<file path="config.mk">
export PLATFORM = sky130hd
export DESIGN_NAME = apt_back
export DESIGN_NICKNAME = d
export VERILOG_FILES = /design/src/rtl/core/apt_pkg.sv /design/src/rtl/core/apt_back.sv
export SDC_FILE = /design/constraint.sdc
export NUM_CORES = 1
export LEC_CHECK = 0
export ABC_CLOCK_PERIOD_IN_PS = 8300
export BUFFER_PORTS_ARGS = -buffer_cell sky130_fd_sc_hd__buf_4
export CORE_AREA = 2 2 261 263
export CTS_CLUSTER_SIZE = 8
export DETAILED_ROUTE_END_ITERATION = 8
export DIE_AREA = 0 0 263 265
export GPL_ROUTABILITY_DRIVEN = 0
export PLACE_DENSITY = 0.61
export SLEW_MARGIN = 20
export SYNTH_ARGS = -nofsm -noshare
export SYNTH_HDL_FRONTEND = slang
export SYNTH_SLANG_ARGS = --single-unit
</file>
<file path="constraint.sdc">
create_clock -name clk -period 8.3 [get_ports clk]
set_input_delay 2.49 -clock clk [delete_from_list [all_inputs] [get_ports clk]]
set_output_delay 2.49 -clock clk [all_outputs]
set_load 0.01 [all_outputs]
</file>
<file path="src/rtl/core/apt_pkg.sv">
// Package for the affine point transform: matrix shape, widths, op codes,
// saturation limits. No dependencies.
`timescale 1ns / 1ps
`default_nettype none

package apt_pkg;

  localparam int DATA_W          = 32;
  localparam int IDX_W           = 4;
  localparam int ROWS            = 3;
  localparam int COLS            = 4;
  localparam int ROW_W           = 2;
  localparam int COL_W           = 2;
  localparam int FRAC_BITS_DEF   = 16;
  localparam int QUEUE_DEPTH_DEF = 2;

  localparam logic OP_LOAD  = 1'b0;
  localparam logic OP_XFORM = 1'b1;

  localparam logic signed [DATA_W-1:0] SAT_MAX = {1'b0, {(DATA_W-1){1'b1}}};
  localparam logic signed [DATA_W-1:0] SAT_MIN = {1'b1, {(DATA_W-1){1'b0}}};

endpackage

`default_nettype wire

</file>
<file path="src/rtl/core/apt_back.sv">
// Back end: sums the row terms, saturates to 32 bits and holds the result
// in the output register. Depends on apt_pkg.
`timescale 1ns / 1ps
`default_nettype none

module apt_back #(
  parameter int FRAC_BITS = apt_pkg::FRAC_BITS_DEF,
  localparam int PW = 2 * apt_pkg::DATA_W - FRAC_BITS
) (
  input  logic                                   clk,
  input  logic                                   rst_n,
  input  logic                                   in_valid,
  output logic                                   in_ready,
  input  logic [apt_pkg::ROWS-1:0][apt_pkg::COLS-1:0][PW-1:0] in_data,
  output logic                                   out_valid,
  input  logic                                   out_ready,
  output logic signed [apt_pkg::DATA_W-1:0]      out_x,
  output logic signed [apt_pkg::DATA_W-1:0]      out_y,
  output logic signed [apt_pkg::DATA_W-1:0]      out_z,
  output logic                                   out_overflow
);

  localparam int SW = PW + 2;
  localparam int HW = SW - apt_pkg::DATA_W + 1;

  logic signed [apt_pkg::DATA_W-1:0] res_r [apt_pkg::ROWS];
  logic signed [apt_pkg::DATA_W-1:0] res_nxt [apt_pkg::ROWS];
  logic ovf_r, ovf_nxt;
  logic valid_r;
  logic pop;

  assign in_ready = !valid_r || out_ready;
  assign pop      = in_valid && in_ready;

  always_comb begin
    logic signed [SW-1:0] sum;
    logic [HW-1:0]        hi;
    ovf_nxt = 1'b0;
    sum     = '0;
    hi      = '0;
    for (int r = 0; r < apt_pkg::ROWS; r++) begin
      sum = '0;
      for (int c = 0; c < apt_pkg::COLS; c++) begin
        sum = sum + SW'($signed(in_data[r][c]));
      end
      hi = sum[SW-1:apt_pkg::DATA_W-1];
      if (hi == '0 || hi == '1) begin
        res_nxt[r] = sum[apt_pkg::DATA_W-1:0];
      end else begin
        ovf_nxt    = 1'b1;
        res_nxt[r] = sum[SW-1] ? apt_pkg::SAT_MIN : apt_pkg::SAT_MAX;
      end
    end
  end

  always_ff @(posedge clk) begin
    if (!rst_n) begin
      valid_r <= 1'b0;
    end else if (in_ready) begin
      valid_r <= in_valid;
    end
  end

  always_ff @(posedge clk) begin
    if (pop) begin
      for (int r = 0; r < apt_pkg::ROWS; r++) begin
        res_r[r] <= res_nxt[r];
      end
      ovf_r <= ovf_nxt;
    end
  end

  assign out_valid    = valid_r;
  assign out_x        = res_r[0];
  assign out_y        = res_r[1];
  assign out_z        = res_r[2];
  assign out_overflow = ovf_r;

`ifndef SYNTHESIS
  a_ovf_sat: assert property (@(posedge clk) disable iff (!rst_n)
    (out_valid && out_overflow) |->
      (out_x == apt_pkg::SAT_MAX || out_x == apt_pkg::SAT_MIN ||
       out_y == apt_pkg::SAT_MAX || out_y == apt_pkg::SAT_MIN ||
       out_z == apt_pkg::SAT_MAX || out_z == apt_pkg::SAT_MIN))
    else $error("overflow flagged without a saturated output");
`endif

endmodule

`default_nettype wire

</file>
Word level (Yosys, flattened, before mapping). Memory sizes are Yosys's and may differ from the RTL's. Cells that the tools add are included.

Memories kept: 1. Word-level logic and storage cells: 34. Memory bits (writable): 96. Flip-flop bits (word level): 2. Input bits: 580. Output and inout bits: 99.

Eq/ne operators: 3. $add $sub $neg: 9. Reduce and logical (&&, ||, !) cells: 10. Mux-type cells: 9.

Memory list: res_r (depth 3, bits a word 32, rd ports 3, clocked after Yosys merged registers in 0, write ports 3, line apt_back.sv:26) `logic signed [apt_pkg::DATA_W-1:0] res_r [apt_pkg::ROWS];`.

Operator list (count): two-way mux 32 bit (6); adder 49 x 48 -> 50 bit (3); adder 50 x 48 -> 50 bit (3); adder 48 x 48 -> 49 bit (3); equality test 19 bit, second input constant (3); logical NOT 19 bit (3); logical OR 1 bit (4); two-way mux 1 bit (3); AND reduction 2 bit (1); logical AND 1 bit (1); logical NOT 1 bit (1).

Logic depth before layout (Yosys ltp).
Depth after elaboration: 6. Gate-level depth with buffers: 19. Gate-level depth less buffers: 17.

Least setup slack after synthesis. Ideal clock, no wire load.

Kind: input port to flip-flop. Start: in in_data[385] (netlist name). End: mem res_r[0][70] (netlist name), data pin. Library setup time: 0.276 ns. Required time: 8.024 ns. Arrival: 7.025 ns. Buffers on the path: 1. Cell stages on the path: 18. Setup slack: 0.999 ns. Path through: inv_1 -> fa_1 -> inv_1 -> fa_1 -> ha_1 -> fa_1 -> a211oi_1 -> o21a_1 -> a211o_1 -> a211oi_1 -> or3_1 -> o311a_1 -> or2_2 -> a2111oi_4 -> nand4_4 -> o41ai_4 -> buf_6 -> a22oi_1.

RTL lines: from (decl) (line apt_back.sv:14) `input logic [apt_pkg::ROWS-1:0][apt_pkg::COLS-1:0][PW-1:0] in_data,`; to (decl) (line apt_back.sv:26).

==> out/results.tsv <==
metric	value	unit
status	finished, final reports clean	
clkLatencyLatePin	0.41	ns
ctsResizeCount	0	
drtPass1Iterations	5	
fin_area	28800	um^2
ys_seq_area_share	13.1	%
yosys_most_used_dff	edfxtp_1	
multiInputGateArea	16300	um^2
syn-num-nets	3772	
synth-async-reset-ratio	0	%
fin_nets	4416	
power.leakage	0.0148	uW
ctsRootBufferMaster	clkbuf_16	
antenna_found_initial	2	
die_x	263	um
drive_above_1_share	22.3	%
synth_top_cell_area_share	26.0	%
cts_tree	built	
synth_edf_count	97	
synthCells	2754	
timing.final.crit_share	92.9	%
drt_wl_total	78300	um
setup_violations	0	
vias_per_cell	5.00	
routedWlPerCell	18.3	um
skew	0.0266	ns
rsz0062_at_grt	no	
drc	0	
area_growth	28.7	%
first_iter_violations	1136	
yosysWarnings	0	
cts.sinks	98	
grt_pass1_vias	21900	
grt_pass1_wl	121000	um
max-vdd-ir-drop	0.000123	V
place.port_buffers	678	
holdBufCountCts	0	
final-max-slew-violation-count	0	
setup.worst_path.class	in2reg	
grtUsageTotal	22.2	%
setup_tns	0	ns
post_synth_num_cell_types	84	
crit_path_max_fanout	24	
overflow	0	
fillers	6895	
tightest_slew	0.976	ns
cp.arrival	7.84	ns
drtAntennaViolNets	0	
die-area	69700	um^2
start_kind	input port	
cap_violations	0	
num_antenna_cells	0	
yosys.area.top_type	fa_1	
crit_chain	buf_4 -> inv_1 -> fa_1 -> inv_1 -> fa_1 -> ha_1 -> fa_1 -> a211oi_1 -> o21a_1 -> a211oi_1 -> o211ai_1 -> buf_4 -> a2111oi_0 -> o21ai_0 -> a221o_1 -> a2111oi_4 -> nand4_4 -> o41ai_4 -> buf_4 -> a22oi_1	
core.rowCount	95	
hold_path.class	reg2reg	
core-area	66800	um^2
netlist_area	22400	um^2
crit_required	8.43	ns
top_level_ports	679	
max_stage_delay	0.74	ns
cts_setup_buffers	0	
regArea	2930	um^2
initial_core_util	33.5	%
vias	21400	
power.density	242	nW/um^2
synth.area.top_cells	fa_1 26%, inv_1 13%, edfxtp_1 13%	
yosys_register_bits	98	
synth_common_cells	779 x inv_1, 291 x fa_1, 183 x a21oi_1	
grt_max_degree	58	
synth_most_common_cell	inv_1	
end_kind	flip-flop	
max_freq	130	MHz
htreeDepth	3	
dpl_cell_area	28500	um^2
cts_buffers	9	
slew_headroom	34.2	%
finalHoldViolCount	0	
die_y	265	um
synth.avg_cell_area	8.14	um^2
dp_hpwl	69500	um
cts_buffer_depth	2	
critPathSlowestCell	a2111oi_0	
clkSlewWorstSetupHoldPaths	0.10	ns
min_period	7.71	ns
[layout make-up]
cell class                      instances  area share [%]
Sequential cell                        98            10.2
Multi-Input combinational cell       1806            56.4
Inverter                              780            10.2
Clock buffer                            9           0.781
Clock inverter                          7           0.273
Timing Repair Buffer                  703            18.4
Tap cell                              873            3.79
[sequential cells by signal, summed over array words and instances (netlist names)]
signal,cells
out_valid,1
out_overflow,1
res_r,96
[per-layer routing]
layer | vias up | global-route usage [%] | part of all wire [%]
li1 | 10300 | - | -
met1 | 10200 | 26.4 | 40
met2 | 777 | 40.4 | 51
met3 | 94 | 3.87 | 6.6
met4 | 2 | 7.17 | 3.0
met5 | - | 0 | 0.0089
[report_power, final]
part	leakage (uW)	internal, uW	switching [uW]
clock network	0.000148	215	253
logic	0.0137	2240	3310
registers	0.000945	892	84.3
[placed cells by master (no fill, tap or decap), drive strengths merged, types with 55 or more instances in the layout]
master  instances
ha            147
fa            291
nand2         170
xnor2          65
edfxtp         97
o21ai         129
buf           703
nand4          55
inv           783
mux2i          63
a21oi         183
nor2          129
[path summary, 6_finish.rpt]
path | cells past startpoint | slack, ns | endpoint | start
worst min register to register | 2 | 0.80 | out_valid$_SDFFE_PN0N_ | out_valid$_SDFFE_PN0N_
worst min-delay path | 2 | 0.80 | out_valid$_SDFFE_PN0N_ | out_valid$_SDFFE_PN0N_
worst max-delay path | 20 | 0.59 | res_r[0][71]$_DFFE_PP_ | in_data[433]
worst max register to register | 3 | 5.78 | res_r[0][39]$_DFFE_PP_ | out_valid$_SDFFE_PN0N_
[cell families (layout without fill, tap and decap cells)]
kind of cell	after synthesis	count (layout)	share of synthesized area (%)
buffers and inverters	850	1499	14.4
AO/OA/AOI/OAI	602	602	17.7
AND/OR/NAND/NOR	575	575	12.6
adder cells (fa/ha/maj)	438	438	34.2
XOR/XNOR	117	117	4.57
flip-flops	98	98	13.1
multiplexers	74	74	3.37
[stage by stage]
step	total power [uW]	worst slack (ns)	std cells	util [%]	hold WS, ns
after floorplan	4620	0.999	2754	-	0.610
after global placement	6470	0.320	4260	42.7	0.796
after detailed placement	6490	0.226	4260	42.7	0.804
after CTS	7000	0.645	4276	43.2	0.811
after global routing	7620	0.361	4276	43.2	0.836
final	6990	0.589	4276	43.2	0.796
[worst max-delay path, delay by kind of cell]
kind	cells	cell delay, ns
buffers and inverters	5	0.78
AO/OA/AOI/OAI	10	2.74
AND/OR/NAND/NOR	1	0.21
adder cells (fa/ha/maj)	4	1.59
Note: power is estimated with default switching activity, not from simulation.
