===== src/rtl/core/apt_queue.sv =====
// Short FIFO between front and back end; register storage, one push and
// one pop per cycle unless full or empty. Depends on nothing.
`timescale 1ns / 1ps
`default_nettype none

module apt_queue #(
  parameter int W     = 8,
  parameter int DEPTH = 2
) (
  input  logic         clk,
  input  logic         rst_n,
  input  logic         in_valid,
  output logic         in_ready,
  input  logic [W-1:0] in_data,
  output logic         out_valid,
  input  logic         out_ready,
  output logic [W-1:0] out_data
);

  localparam int PTR_W = (DEPTH > 1) ? $clog2(DEPTH) : 1;
  localparam int CNT_W = $clog2(DEPTH + 1);

  logic [W-1:0]     mem_r [DEPTH];
  logic [PTR_W-1:0] wr_ptr_r, rd_ptr_r;
  logic [CNT_W-1:0] cnt_r;
  logic             push, pop;

  assign in_ready  = cnt_r < CNT_W'(DEPTH);
  assign out_valid = cnt_r != '0;
  assign push      = in_valid && in_ready;
  assign pop       = out_valid && out_ready;
  assign out_data  = mem_r[rd_ptr_r];

  always_ff @(posedge clk) begin
    if (!rst_n) begin
      wr_ptr_r <= '0;
      rd_ptr_r <= '0;
      cnt_r    <= '0;
    end else begin
      if (push) begin
        wr_ptr_r <= (wr_ptr_r == PTR_W'(DEPTH - 1)) ? '0 : wr_ptr_r + 1'b1;
      end
      if (pop) begin
        rd_ptr_r <= (rd_ptr_r == PTR_W'(DEPTH - 1)) ? '0 : rd_ptr_r + 1'b1;
      end
      if (push && !pop) begin
        cnt_r <= cnt_r + 1'b1;
      end else if (pop && !push) begin
        cnt_r <= cnt_r - 1'b1;
      end
    end
  end

  always_ff @(posedge clk) begin
    if (push) begin
      mem_r[wr_ptr_r] <= in_data;
    end
  end

`ifndef SYNTHESIS
  a_cnt_bound: assert property (@(posedge clk) disable iff (!rst_n)
    cnt_r <= CNT_W'(DEPTH))
    else $error("queue count beyond depth");
  a_cnt_inc: assert property (@(posedge clk) disable iff (!rst_n)
    (push && !pop) |=> cnt_r == $past(cnt_r) + 1'b1)
    else $error("queue count missed a push");
  a_cnt_dec: assert property (@(posedge clk) disable iff (!rst_n)
    (pop && !push) |=> cnt_r == $past(cnt_r) - 1'b1)
    else $error("queue count missed a pop");
`endif

endmodule

`default_nettype wire


===== config.mk =====
export PLATFORM = sky130hd
export DESIGN_NAME = apt_queue
export DESIGN_NICKNAME = d
export VERILOG_FILES = /design/src/rtl/core/apt_queue.sv
export SDC_FILE = /design/constraint.sdc
export NUM_CORES = 1
export LEC_CHECK = 0
export BUFFER_PORTS_ARGS = -buffer_cell sky130_fd_sc_hd__buf_2
export CAP_MARGIN = 20
export CORE_MARGIN = 2
export CORE_UTILIZATION = 44
export CTS_CLUSTER_SIZE = 16
export DETAILED_ROUTE_END_ITERATION = 8
export MAX_ROUTING_LAYER = met4
export PLACE_DENSITY = 0.72
export SLEW_MARGIN = 20
export SYNTH_ARGS = -nofsm -noshare
export SYNTH_HDL_FRONTEND = slang
export SYNTH_SLANG_ARGS = --single-unit

===== constraint.sdc =====
create_clock -name clk -period 1.4 [get_ports clk]
set_clock_uncertainty 0.1 [all_clocks]
set_input_delay 0.14 -clock clk [delete_from_list [all_inputs] [get_ports clk]]
set_output_delay 0.14 -clock clk [all_outputs]
set_load 0.02 [all_outputs]

* Word level (Yosys, flattened, before mapping) *
Memories as Yosys holds them, arrays and structs flattened. A register that Yosys moved wholly into a read port is not among the register bits.
Cells that the tools add are included.

cells by class
  $add $sub $neg = 4
  $lt $le $gt $ge = 1
  muxes and demuxes = 8
  reductions and logical operators = 8

operators by type and width
  kind                 count
  $mux 1               6
  $logic_and 1x1->1    4
  $mux 2               2
  $reduce_bool 2->1    2
  $add 1x1->1 const B  2
  $add 2x1->2 const B  1
  $logic_not 1->1      2
  $lt 2x2->1 const B   1
  $sub 2x1->2 const B  1

storage, ports and cells
  register bits = 4
  memory bits (writable) = 16
  input bits = 12
  output and inout port bits = 10
  memories kept = 1

memories
  memory  depth  width  rd ports  clocked after memory_dff  wr ports  RTL line  text
  mem_r   2      8      1         1                         1         23        logic [W-1:0] mem_r [DEPTH];

* Longest topological paths before layout *
  word-level depth = 6
  mapped depth = 5
  gate-level depth less buffers = 5

* Worst setup path after synthesis *
OpenSTA, ideal clock, no wires.

  path kind = reg2reg
  start point = reg cnt_r[0]
  end point = reg cnt_r[1]
  arrival time = 1.286 ns
  data required time = 1.230 ns
  setup slack = -0.056 ns
  cell stages (with the launch flop) = 5
  clock period less this slack = 1.456 ns
  path through = dfxtp_1 o21ai_1 ha_1 or3_1 a21boi_1

between the ends
  longest elaborated chain between the ends = 5

RTL lines
  item                                                                 RTL line  text
  start: declaration                                                   25        logic [CNT_W-1:0] cnt_r;
  start signal: assignment                                             47        cnt_r <= cnt_r + 1'b1;
  start signal: assignment                                             49        cnt_r <= cnt_r - 1'b1;
  $lt 2x2->1 / $reduce_bool 2->1 (equally long branches)               28, 29
  $logic_and 1x1->1 (on tied branches)                                 30, 31
  $logic_not 1->1 (on tied branches)                                   48, 46
  $logic_and 1x1->1 (on tied branches)                                 48, 46
  $reduce_bool 2->1 (no source line) / $mux 2 (equally long branches)  -

Several ways; a longest one is shown, not always the timed one. The select of a mux whose other input is x is not followed.
A chain may end at the register's enable or synchronous reset.

==> run summary <==
By count the netlist is led by sky130_fd_sc_hd__edfxtp_1 (16), sky130_fd_sc_hd__mux2_1 (8), sky130_fd_sc_hd__dfxtp_1 (5), sky130_fd_sc_hd__and2_1 (4). The number of endpoints with negative hold slack in the final report is 0. In this run the most critical hold path is launched from out_ready.

The headroom to the max-slew limit is 90.45%. The largest net degree at the start of global routing is 13. The sum of negative setup slack is -0.5108 ns.

The tree is rooted in a sky130_fd_sc_hd__clkbuf_4. In the final layout, flip-flops and latches occupy 589.3 µm². STA classifies the critical path endpoint as an output pin. The final number of max-transition violations was 0. Of all nets on the critical path, the largest fanout is 8. The routed via count came out at 516. The arrival time of data at the critical path endpoint is 1.22 ns. The first-pass GRT wire length is 2090 µm. In this run the deepest clock path goes through 2 buffers. The placer congestion estimate is 0.6170. The achievable clock frequency is 0.6828 GHz. The total wire length came out at 1382 µm. The most frequently used flop master after synthesis is sky130_fd_sc_hd__edfxtp_1. The TritonCTS clock tree is yes. The worst setup path is of the reg2out kind. The starting DRC count in detailed routing is 0. The checks that failed: negative setup slack. The layout cell share with drive strength beyond 1 came out at 53.26%. The count of cells along the worst register-to-register path is 4. The overall overflow remaining after global route came out at 0.

The clock transition at the register clock pins on the worst setup and hold paths after CTS came out at 0.11 ns. For this configuration, the core starts out at a cell density of 46.38%. The average cell area after synthesis came out at 16.68 µm². The layout-stage area growth over the synthesis result is 55.94%. In this run the biggest area consumer among cell types represents 60.00% of the synthesized area. The sum of internal, switching and leakage power came out at 2.168 mW. For this run, the detailed router's first-pass iteration total came to 1. CTS built an H-tree with a depth of 1. The number of top-level pins came out at 22. The post-synthesis sequential element count is 21. The critical path data required time came out at 1.16 ns.

The cell taking the most area after synthesis is sky130_fd_sc_hd__edfxtp_1. The depth of the worst hold-timing path came out at 5. The combined area of all synthesized cells is 800.8 µm². STA classifies the critical path startpoint as a flop. The worst-case hold slack is 0.2320 ns.

The die area is 0.002177 mm². For the pin with the worst max-slew slack, the measured transition is 0.1417 ns. The shortest clock period the worst path allows after layout is 1.464 ns.

Setup repair after global routing could not meet its margin everywhere. Sorting the synthesized cells by area gives the leading types as sky130_fd_sc_hd__edfxtp_1 (60%), sky130_fd_sc_hd__dfxtp_1 (13%), sky130_fd_sc_hd__mux2_1 (11%). The fraction of the yosys area taken by sequential cells is 72.50%.

The floorplan has 15 rows. The power per cell area came out at 1737 mW/mm². The worst register-to-register path begins at cnt_r[0]. The share of flip-flops with an asynchronous set or reset is 0%. The run finished, with violations left. Setup violations remaining at the end of the flow were counted as 9. The footprint of the multi-input gates is 247.7 µm². The number of global-route vias before repair came out at 524.

IR analysis of the VDD net gives a maximum drop of 0.001487 V. The setup slack after layout is -0.06446 ns. The number of routed nets with antenna violations came out at 0. The net count of the mapped netlist is 61. The portion of the clock cycle consumed by the worst path in the final layout is 104.6%.

The tool flagged a number of max-cap violations equal to 0. The overall die width came out at 46.66 µm. Clock latency on the worst-skew pair, taken at its later pin, is 0.29 ns. The static leakage is 0.5187 nW. The die span in y is 46.66 µm. The clock net sink count is 21. The overall global routing resource usage is 15.15%.

The count of inserted antenna diode cells is 0. The mean routed wirelength per cell is 11.81 µm. Synthesis handed over a netlist of 48 instances. sky130_fd_sc_hd__edfxtp_1 is the most common cell in the netlist. The total number of yosys warnings is 0.

The synthesized design contains 16 enable-type register cells. The port buffer count is 21. The total half-perimeter wirelength after legalization and detailed placement is 915 µm. The number of remaining DRC errors is 0. The layout filler cell count is 132.

The class of the tightest hold or removal check is in2reg. The number of CTS-inserted buffers is 3. The layout net count came out at 106.

The number of antenna violations at the first check in global routing is 0. The core outline area came out at 0.001727 mm². The number of different library cells in the post-synthesis netlist came out at 17. After detailed routing, the number of vias per cell comes to 4.410.
==> sequential cells by signal, indices dropped and copies added (netlist names), named ones only <==
register	cells
wr_ptr_r	1
mem_r	16
rd_ptr_r	1
cnt_r	2
==> through the flow <==
step                setup slack [ns]  area, µm²  utilization, %  cells
global route                 -0.1138       1249           72.32    117
detailed placement          -0.02776       1001           57.97    101
CTS                         -0.08207       1227           71.09    116
global placement             0.03908       1001           57.97    101
finish                      -0.06446       1249           72.32    117
floorplan                   0.008893      809.5               -     48
==> path summary, 6_finish.rpt <==
kind | slack [ns] | end
max | -0.06 | out_data[3]
min reg2reg | 0.50 | flop
max reg2reg | -0.01 | cnt_r[1]
min | 0.23 | cnt_r[1]
==> layout make-up <==
| type | count | area share [%] |
|---|---|---|
| timing repair buffer | 41 | 27.96 |
| sequential | 21 | 47.19 |
| multi-input combinational | 25 | 19.84 |
| clock inverter | 1 | 0.4008 |
| clock buffer | 3 | 1.804 |
| tap | 25 | 2.505 |
| inverter | 1 | 0.3006 |
==> cells in the final DEF (no fill, tap or decap), types with 2 or more instances in the layout <==
cell type and n:
sky130_fd_sc_hd__edfxtp_1 16, sky130_fd_sc_hd__buf_2 12, sky130_fd_sc_hd__buf_6 11, sky130_fd_sc_hd__dlygate4sd3_1 9, sky130_fd_sc_hd__mux2_4 8, sky130_fd_sc_hd__buf_4 8, sky130_fd_sc_hd__and2_1 4, sky130_fd_sc_hd__clkbuf_4 3
sky130_fd_sc_hd__xnor2_1 2, sky130_fd_sc_hd__dfxtp_4 2, sky130_fd_sc_hd__dfxtp_1 2
==> per-layer routing <==
metal,share of wire (%),GRT usage [%],vias to the layer above
met5,0,-,-
met4,1.4,8.333,0
met3,4.5,3.529,2
met2,50,25.28,13
met1,44,16.50,237
li1,-,-,264
==> power breakdown <==
| part | switching (mW) | total [mW] | internal (mW) |
|---|---|---|---|
| clock network | 0.168 | 0.274 | 0.106 |
| registers | 0.0549 | 0.868 | 0.813 |
| logic | 0.428 | 1.03 | 0.599 |
| total | 0.651 | 2.17 | 1.52 |
==> cells by family after synthesis <==
group / synth area share, %
AOI/OAI and AO/OA: 3.125
xor gates and xnor gates: 3.282
adders and majority gates: 1.562
buffers and inverters: 1.093
DFF: 72.50
muxes: 11.25
and+or+nand+nor: 7.188
==> timing repair <==
action / 4_1_cts / 5_1_grt
endpoints found under the hold margin: 17 / 0
pin swaps: 4 / 3
setup buffers: 2 / 1
hold buffers: 9 / 0
gates resized for setup: 29 / 4
endpoints found under the setup margin: 9 / 11
==> worst max-delay path: stages, from the launching register on <==
cell,delay (ns)
sky130_fd_sc_hd__dfxtp_2,0.35
sky130_fd_sc_hd__buf_8,0.14
sky130_fd_sc_hd__mux2_4,0.31
sky130_fd_sc_hd__buf_6,0.13
Note: power is estimated with default switching activity, not from simulation.
